--- src/hw/rtl/dpr_pkg.sv ---
// Package for the debug packet receiver: phase and event codes, marker bytes
// and the hex digit decoder. No dependencies.
`timescale 1ns / 1ps

package dpr_pkg;

  typedef enum logic [1:0] {
    PH_HUNT = 2'd0,
    PH_BODY = 2'd1,
    PH_DIG1 = 2'd2,
    PH_DIG2 = 2'd3
  } phase_e;

  typedef enum logic [2:0] {
    EV_NONE    = 3'd0,
    EV_PAYLOAD = 3'd1,
    EV_GOOD    = 3'd2,
    EV_BAD     = 3'd3,
    EV_INTR    = 3'd4
  } event_e;

  localparam logic [7:0] StartMark     = 8'h24;
  localparam logic [7:0] EndMark       = 8'h23;
  localparam logic [7:0] InterruptByte = 8'h03;
  localparam logic [7:0] NackByte      = 8'h2d;

  typedef struct packed {
    logic       ok;
    logic [3:0] nib;
  } hex_t;

  function automatic hex_t hex_decode(input logic [7:0] c);
    hex_t r;
    logic [7:0] t;
    r = '{ok: 1'b0, nib: 4'd0};
    t = 8'd0;
    if (c inside {[8'h30:8'h39]}) begin
      t = c - 8'h30;
      r = '{ok: 1'b1, nib: t[3:0]};
    end else if (c inside {[8'h61:8'h66]}) begin
      t = c - 8'h57;
      r = '{ok: 1'b1, nib: t[3:0]};
    end else if (c inside {[8'h41:8'h46]}) begin
      t = c - 8'h37;
      r = '{ok: 1'b1, nib: t[3:0]};
    end
    return r;
  endfunction

endpackage

--- src/hw/rtl/debug_packet_receiver_core.sv ---
// Debug packet receiver top level: input register, parse logic, result register.
// Depends on dpr_pkg.
`timescale 1ns / 1ps

// Receives '$' body '#' hex hex packets one byte per item and gives exactly one
// result item per byte: nothing, a payload byte, packet good, checksum bad
// (answer with '-'), or an interrupt for 0x03 outside a packet. An item passes
// an input register and a result register, and a new byte is taken every cycle
// while results are drained; the phase, sum and nibble registers update as each
// byte leaves the input register.
module debug_packet_receiver_core (
  input  logic       clk_i,
  input  logic       rst_ni,
  input  logic       in_valid_i,
  output logic       in_ready_o,
  input  logic [7:0] rx_byte_i,
  output logic       out_valid_o,
  input  logic       out_ready_i,
  output logic [2:0] event_res_o,
  output logic [7:0] payload_byte_o,
  output logic [7:0] sent_sum_o,
  output logic [7:0] computed_sum_o
);

  logic             in_vld_q;
  logic [7:0]       in_byte_q;
  logic             out_vld_q;
  dpr_pkg::event_e  ev_q, ev_d;
  logic [7:0]       pay_q, pay_d, sent_q, sent_d, comp_q, comp_d;

  dpr_pkg::phase_e  phase_q, phase_d;
  logic [7:0]       sum_q, sum_d;
  logic [3:0]       hi_q, hi_d;
  logic             derr_q, derr_d;

  logic             out_free, s1_free, s1_fire;
  dpr_pkg::hex_t    hx;

  assign out_free   = !out_vld_q || out_ready_i;
  assign s1_fire    = in_vld_q && out_free;
  assign s1_free    = !in_vld_q || out_free;
  assign in_ready_o = s1_free;

  always_comb begin
    hx      = dpr_pkg::hex_decode(in_byte_q);
    phase_d = phase_q;
    sum_d   = sum_q;
    hi_d    = hi_q;
    derr_d  = derr_q;
    ev_d    = dpr_pkg::EV_NONE;
    pay_d   = 8'd0;
    sent_d  = 8'd0;
    comp_d  = 8'd0;
    case (phase_q)
      dpr_pkg::PH_HUNT: begin
        if (in_byte_q == dpr_pkg::StartMark) begin
          phase_d = dpr_pkg::PH_BODY;
          sum_d   = 8'd0;
          hi_d    = 4'd0;
          derr_d  = 1'b0;
        end else if (in_byte_q == dpr_pkg::InterruptByte) begin
          ev_d = dpr_pkg::EV_INTR;
        end
      end
      dpr_pkg::PH_BODY: begin
        if (in_byte_q == dpr_pkg::EndMark) begin
          phase_d = dpr_pkg::PH_DIG1;
        end else begin
          sum_d = sum_q + in_byte_q;
          ev_d  = dpr_pkg::EV_PAYLOAD;
          pay_d = in_byte_q;
        end
      end
      dpr_pkg::PH_DIG1: begin
        hi_d    = hx.nib;
        derr_d  = !hx.ok;
        phase_d = dpr_pkg::PH_DIG2;
      end
      default: begin
        sent_d  = {hi_q, hx.nib};
        comp_d  = sum_q;
        ev_d    = (hx.ok && !derr_q && (sent_d == sum_q)) ? dpr_pkg::EV_GOOD
                                                          : dpr_pkg::EV_BAD;
        phase_d = dpr_pkg::PH_HUNT;
      end
    endcase
  end

  always_ff @(posedge clk_i or negedge rst_ni) begin
    if (!rst_ni) begin
      in_vld_q  <= 1'b0;
      out_vld_q <= 1'b0;
      phase_q   <= dpr_pkg::PH_HUNT;
      sum_q     <= 8'd0;
      hi_q      <= 4'd0;
      derr_q    <= 1'b0;
    end else begin
      if (s1_free) begin
        in_vld_q <= in_valid_i;
      end
      if (out_free) begin
        out_vld_q <= in_vld_q;
      end
      if (s1_fire) begin
        phase_q <= phase_d;
        sum_q   <= sum_d;
        hi_q    <= hi_d;
        derr_q  <= derr_d;
      end
    end
  end

  always_ff @(posedge clk_i) begin
    if (s1_free && in_valid_i) begin
      in_byte_q <= rx_byte_i;
    end
    if (s1_fire) begin
      ev_q   <= ev_d;
      pay_q  <= pay_d;
      sent_q <= sent_d;
      comp_q <= comp_d;
    end
  end

  assign out_valid_o    = out_vld_q;
  assign event_res_o    = ev_q;
  assign payload_byte_o = pay_q;
  assign sent_sum_o     = sent_q;
  assign computed_sum_o = comp_q;

  a_good_match: assert property (@(posedge clk_i) disable iff (!rst_ni)
    (out_vld_q && ev_q == dpr_pkg::EV_GOOD) |-> (sent_q == comp_q))
    else $error("good packet reported with mismatched sums");

  a_payload_only: assert property (@(posedge clk_i) disable iff (!rst_ni)
    (out_vld_q && ev_q != dpr_pkg::EV_PAYLOAD) |-> (pay_q == 8'd0))
    else $error("payload byte set on non-payload event");

  a_dig2_hunt: assert property (@(posedge clk_i) disable iff (!rst_ni)
    (s1_fire && phase_q == dpr_pkg::PH_DIG2) |=>
      (phase_q == dpr_pkg::PH_HUNT && out_vld_q &&
       (ev_q == dpr_pkg::EV_GOOD || ev_q == dpr_pkg::EV_BAD)))
    else $error("second checksum digit did not close the packet");

  a_drain: assert property (@(posedge clk_i) disable iff (!rst_ni)
    (in_vld_q && out_free) |=> out_vld_q)
    else $error("item lost between input and result register");

endmodule

--- config.mk ---
export PLATFORM = sky130hd
export DESIGN_NAME = debug_packet_receiver_core
export DESIGN_NICKNAME = d
export VERILOG_FILES = /design/src/hw/rtl/dpr_pkg.sv /design/src/hw/rtl/debug_packet_receiver_core.sv
export SDC_FILE = /design/constraint.sdc
export NUM_CORES = 1
export LEC_CHECK = 0
export BUFFER_PORTS_ARGS = -buffer_cell sky130_fd_sc_hd__buf_2
export CORE_ASPECT_RATIO = 0.75
export CORE_MARGIN = 2
export CORE_UTILIZATION = 30
export CTS_CLUSTER_DIAMETER = 200
export DETAILED_ROUTE_END_ITERATION = 10
export PLACE_DENSITY = 0.5
export REMOVE_ABC_BUFFERS = 1
export SYNTH_ARGS = -nofsm -noshare
export SYNTH_HDL_FRONTEND = slang
export SYNTH_SLANG_ARGS = --single-unit
export TNS_END_PERCENT = 10
--- constraint.sdc ---
create_clock -name clk_i -period 2.6 [get_ports clk_i]
set_clock_uncertainty 0.1 [all_clocks]
set_input_delay 0.26 -clock clk_i [delete_from_list [all_inputs] [get_ports clk_i]]
set_output_delay 0.26 -clock clk_i [all_outputs]
set_load 0.02 [all_outputs]
==> impl_metrics.prom <==
# TYPE chip_impl_metric gauge
chip_impl_metric{name="postRouteAntennaNets",unit=""} 0
chip_impl_metric{name="seq_area_frac_synth",unit=""} 0.560
chip_impl_info{name="hold_class",value="primary input to register"} 1
chip_impl_metric{name="floorplan.core_area",unit="um^2"} 8490
chip_impl_info{name="cts_tree",value="built"} 1
chip_impl_metric{name="drc_errors",unit=""} 0
chip_impl_metric{name="finalSetupViolations",unit=""} 0
chip_impl_metric{name="yosys_warnings",unit=""} 0
chip_impl_metric{name="gp_congestion",unit=""} 0.753
chip_impl_info{name="ctsRootBufferMaster",value="sky130_fd_sc_hd__clkbuf_16"} 1
chip_impl_metric{name="total_neg_setup_slack",unit="ps"} 0
chip_impl_metric{name="ys_ff_latch",unit=""} 52
chip_impl_info{name="synth_most_common_cell",value="sky130_fd_sc_hd__edfxtp_1"} 1
chip_impl_metric{name="worst-endpoint-required",unit="ps"} 2660
chip_impl_info{name="synth.top_cells.by_area",value="sky130_fd_sc_hd__edfxtp_1, sky130_fd_sc_hd__dfrtp_1, sky130_fd_sc_hd__ha_1"} 1
chip_impl_metric{name="place_inst",unit=""} 367
chip_impl_metric{name="syn_area_per_cell",unit="um^2"} 12.1
chip_impl_info{name="cp-start-kind",value="register"} 1
chip_impl_info{name="most_common_library_cells_after_synthesis",value="sky130_fd_sc_hd__edfxtp_1, sky130_fd_sc_hd__and2_1, sky130_fd_sc_hd__dfrtp_1, sky130_fd_sc_hd__ha_1, sky130_fd_sc_hd__nand2_1"} 1
chip_impl_metric{name="clock_tree.buffer_depth",unit=""} 2
chip_impl_metric{name="maximum_fanout_along_the_worst_path",unit=""} 8
chip_impl_metric{name="cts_repair_resize_count",unit=""} 0
chip_impl_metric{name="syn-instance-count",unit=""} 218
chip_impl_metric{name="detail_route.wl_per_cell",unit="um"} 15.3
chip_impl_metric{name="avgViaCountPerCell",unit=""} 4.86
chip_impl_metric{name="power.ir.vdd_worst",unit="mV"} 0.333
chip_impl_metric{name="synth_cell_types",unit=""} 48
chip_impl_metric{name="first_iteration_detailed_routing_drc_count",unit=""} 68
chip_impl_metric{name="report.power.total",unit="mW"} 2.85
chip_impl_metric{name="cts_sinks",unit=""} 52
chip_impl_metric{name="clk-insertion-delay-late",unit="ps"} 290
chip_impl_metric{name="cellPowerDensity",unit="nW/um^2"} 897
chip_impl_metric{name="crit_arrival",unit="ps"} 2390
chip_impl_metric{name="die_area",unit="um^2"} 9570
chip_impl_metric{name="postRouteWirelength",unit="mm"} 5.76
chip_impl_metric{name="timing_hold_violations_final",unit=""} 0
chip_impl_metric{name="grt_antenna_before_repair",unit=""} 0
chip_impl_metric{name="post-dp-hpwl",unit="mm"} 4.47
chip_impl_metric{name="port-buffer-count",unit=""} 40
chip_impl_info{name="grt_setup_unrepaired",value="false"} 1
chip_impl_metric{name="detailroute.via_count",unit=""} 1827
chip_impl_metric{name="chipHeight",unit="um"} 85.2
chip_impl_metric{name="ctsHoldBuffers",unit=""} 1
chip_impl_metric{name="cts_post_setup_buffers_inserted",unit=""} 0
chip_impl_metric{name="synth_edf_count",unit=""} 35
chip_impl_metric{name="total_leakage_power",unit="nW"} 1.35
chip_impl_metric{name="worst-slew-pin-transition",unit="ps"} 432
chip_impl_metric{name="initial_utilization",unit=""} 0.311
chip_impl_metric{name="ys_async_sr_fraction",unit=""} 0.327
chip_impl_metric{name="numCtsBuffers",unit=""} 5
chip_impl_metric{name="htree_levels",unit=""} 2
chip_impl_metric{name="post_synth_instance_area",unit="um^2"} 2640
chip_impl_metric{name="grt_max_degree",unit=""} 20
chip_impl_metric{name="row_count",unit=""} 29
chip_impl_metric{name="floorplan.io_pins",unit=""} 41
chip_impl_metric{name="maxClockFrequency",unit="MHz"} 430
chip_impl_metric{name="drive_gt1_frac",unit=""} 0.205
chip_impl_metric{name="antennaDiodeCount",unit=""} 0
chip_impl_metric{name="area_growth_syn_to_layout",unit="%"} 20.3
chip_impl_metric{name="slew_headroom",unit=""} 0.712
chip_impl_metric{name="stdcell_count",unit=""} 376
chip_impl_info{name="path_class",value="register to register"} 1
chip_impl_info{name="critPathCaptureType",value="register"} 1
chip_impl_metric{name="die_w",unit="um"} 112
chip_impl_metric{name="final.min_clock_period",unit="ps"} 2330
chip_impl_metric{name="timing.hold.ws",unit="ps"} 43.8
chip_impl_metric{name="first_pass_grt_wire_length",unit="mm"} 9.56
chip_impl_metric{name="overall_global_routing_resource_usage",unit=""} 0.129
chip_impl_metric{name="maxSlewViolCount",unit=""} 0
chip_impl_info{name="synthFlopType",value="sky130_fd_sc_hd__edfxtp_1"} 1
chip_impl_metric{name="path_clk_slew",unit="ps"} 70
chip_impl_info{name="outcome",value="completed"} 1
chip_impl_metric{name="fin_nets",unit=""} 294
chip_impl_metric{name="vias_in_the_first_global_route",unit=""} 1840
chip_impl_metric{name="first_pass_iteration_count_of_the_detailed_router",unit=""} 4
chip_impl_metric{name="drv_cap",unit=""} 0
chip_impl_metric{name="final_min_period_over_clock_period",unit=""} 0.895
chip_impl_info{name="leading_area_contributor_after_synthesis",value="sky130_fd_sc_hd__edfxtp_1"} 1
chip_impl_metric{name="grt_overflow_total",unit=""} 0
chip_impl_metric{name="yosys.area.top_type_share",unit=""} 0.398
[power by group]
group	switching, mW	internal (mW)
Clock	0.292	0.482
Sequential	0.140	1.05
Combinational	0.511	0.379
[flip-flops by register name, indices dropped and copies added (netlist names)]
signal and flops:
hi_q 4, phase_q 2, sent_sum_o 8, out_valid_o 1
in_vld_q 1, in_byte_q 8, computed_sum_o 8, event_res_o 3
payload_byte_o 8, derr_q 1, sum_q 8
[cell type report]
type | count | area, um^2
Sequential cell | 52 | 1480
Fill cell | 876 | 5320
Clock buffer | 6 | 139
Tap cell | 108 | 135
Clock inverter | 2 | 38.8
Timing Repair Buffer | 46 | 248
Multi-Input combinational cell | 153 | 1100
Inverter | 9 | 33.8
[path summary, 6_finish.rpt]
| check | to | from | cells past startpoint | slack (ps) |
|---|---|---|---|---|
| worst max-delay path | sum_q[7] | in_byte_q[7] | 5 | 270 |
| worst min-delay path | in_byte_q[5] | rx_byte_i[5] | 1 | 40 |
| worst max register to register | sum_q[7] | in_byte_q[7] | 5 | 270 |
| worst min register to register | derr_q | derr_q | 1 | 390 |
| max in group asynchronous | sum_q[7] | rst_ni | 2 | 1760 |
| min in group asynchronous | sum_q[1] | rst_ni | 2 | 340 |
[per-layer routing]
metal	vias up	wire (um)	track usage
li1	903	-	-
met1	892	3000	0.184
met2	30	2510	0.194
met3	2	230	0.0407
met4	0	15	0.0288
met5	-	0	0
[critical path, stage by stage, from the launching register on]
cell	delay [ps]
sky130_fd_sc_hd__edfxtp_1	490
sky130_fd_sc_hd__or3_4	440
sky130_fd_sc_hd__o31a_1	370
sky130_fd_sc_hd__and3_1	290
sky130_fd_sc_hd__nor4bb_1	180
sky130_fd_sc_hd__a311o_1	320
[cells by family after synthesis]
kind of cell	count (synthesis)	synth area share
XOR/XNOR	8	0.0266
AO/OA/AOI/OAI	44	0.125
AND/OR/NAND/NOR	85	0.189
multiplexers	1	0.00427
flip-flops	52	0.560
buffers and inverters	13	0.0218
adder cells (fa/ha/maj)	15	0.0740
[cells in the final DEF, fill, tap and decap left out, types with 2 or more instances in the layout]
cell / n
sky130_fd_sc_hd__a22o_1: 5
sky130_fd_sc_hd__a31oi_1: 2
sky130_fd_sc_hd__a21oi_1: 6
sky130_fd_sc_hd__nand3b_1: 2
sky130_fd_sc_hd__and2_1: 24
sky130_fd_sc_hd__nand2b_1: 5
sky130_fd_sc_hd__nor2_1: 8
sky130_fd_sc_hd__nor2b_1: 4
sky130_fd_sc_hd__a21o_1: 2
sky130_fd_sc_hd__nor4bb_1: 3
sky130_fd_sc_hd__or2_1: 2
sky130_fd_sc_hd__nor3_1: 6
sky130_fd_sc_hd__o21ai_0: 3
sky130_fd_sc_hd__xor2_1: 5
sky130_fd_sc_hd__o31ai_1: 2
sky130_fd_sc_hd__o21ai_1: 3
sky130_fd_sc_hd__or3_1: 3
sky130_fd_sc_hd__buf_4: 5
sky130_fd_sc_hd__o31a_1: 2
sky130_fd_sc_hd__a32o_1: 2
sky130_fd_sc_hd__buf_2: 40
sky130_fd_sc_hd__nand3_1: 7
sky130_fd_sc_hd__o21bai_1: 4
sky130_fd_sc_hd__nand2_1: 12
sky130_fd_sc_hd__a211oi_1: 2
sky130_fd_sc_hd__inv_1: 9
sky130_fd_sc_hd__xnor2_1: 3
sky130_fd_sc_hd__ha_1: 14
sky130_fd_sc_hd__nor3b_1: 3
sky130_fd_sc_hd__o2bb2ai_1: 4
sky130_fd_sc_hd__dfrtp_1: 17
sky130_fd_sc_hd__edfxtp_1: 35
sky130_fd_sc_hd__clkbuf_16: 5
[metrics by stage]
step,area (um^2),setup slack [ps],utilization
after floorplan,2620,336,-
after global placement,2990,279,0.352
after detailed placement,2990,301,0.352
after CTS,3180,280,0.374
after global routing,3180,19.0,0.374
final,3180,274,0.374
No activity file was read; power rests on OpenSTA's default activity.
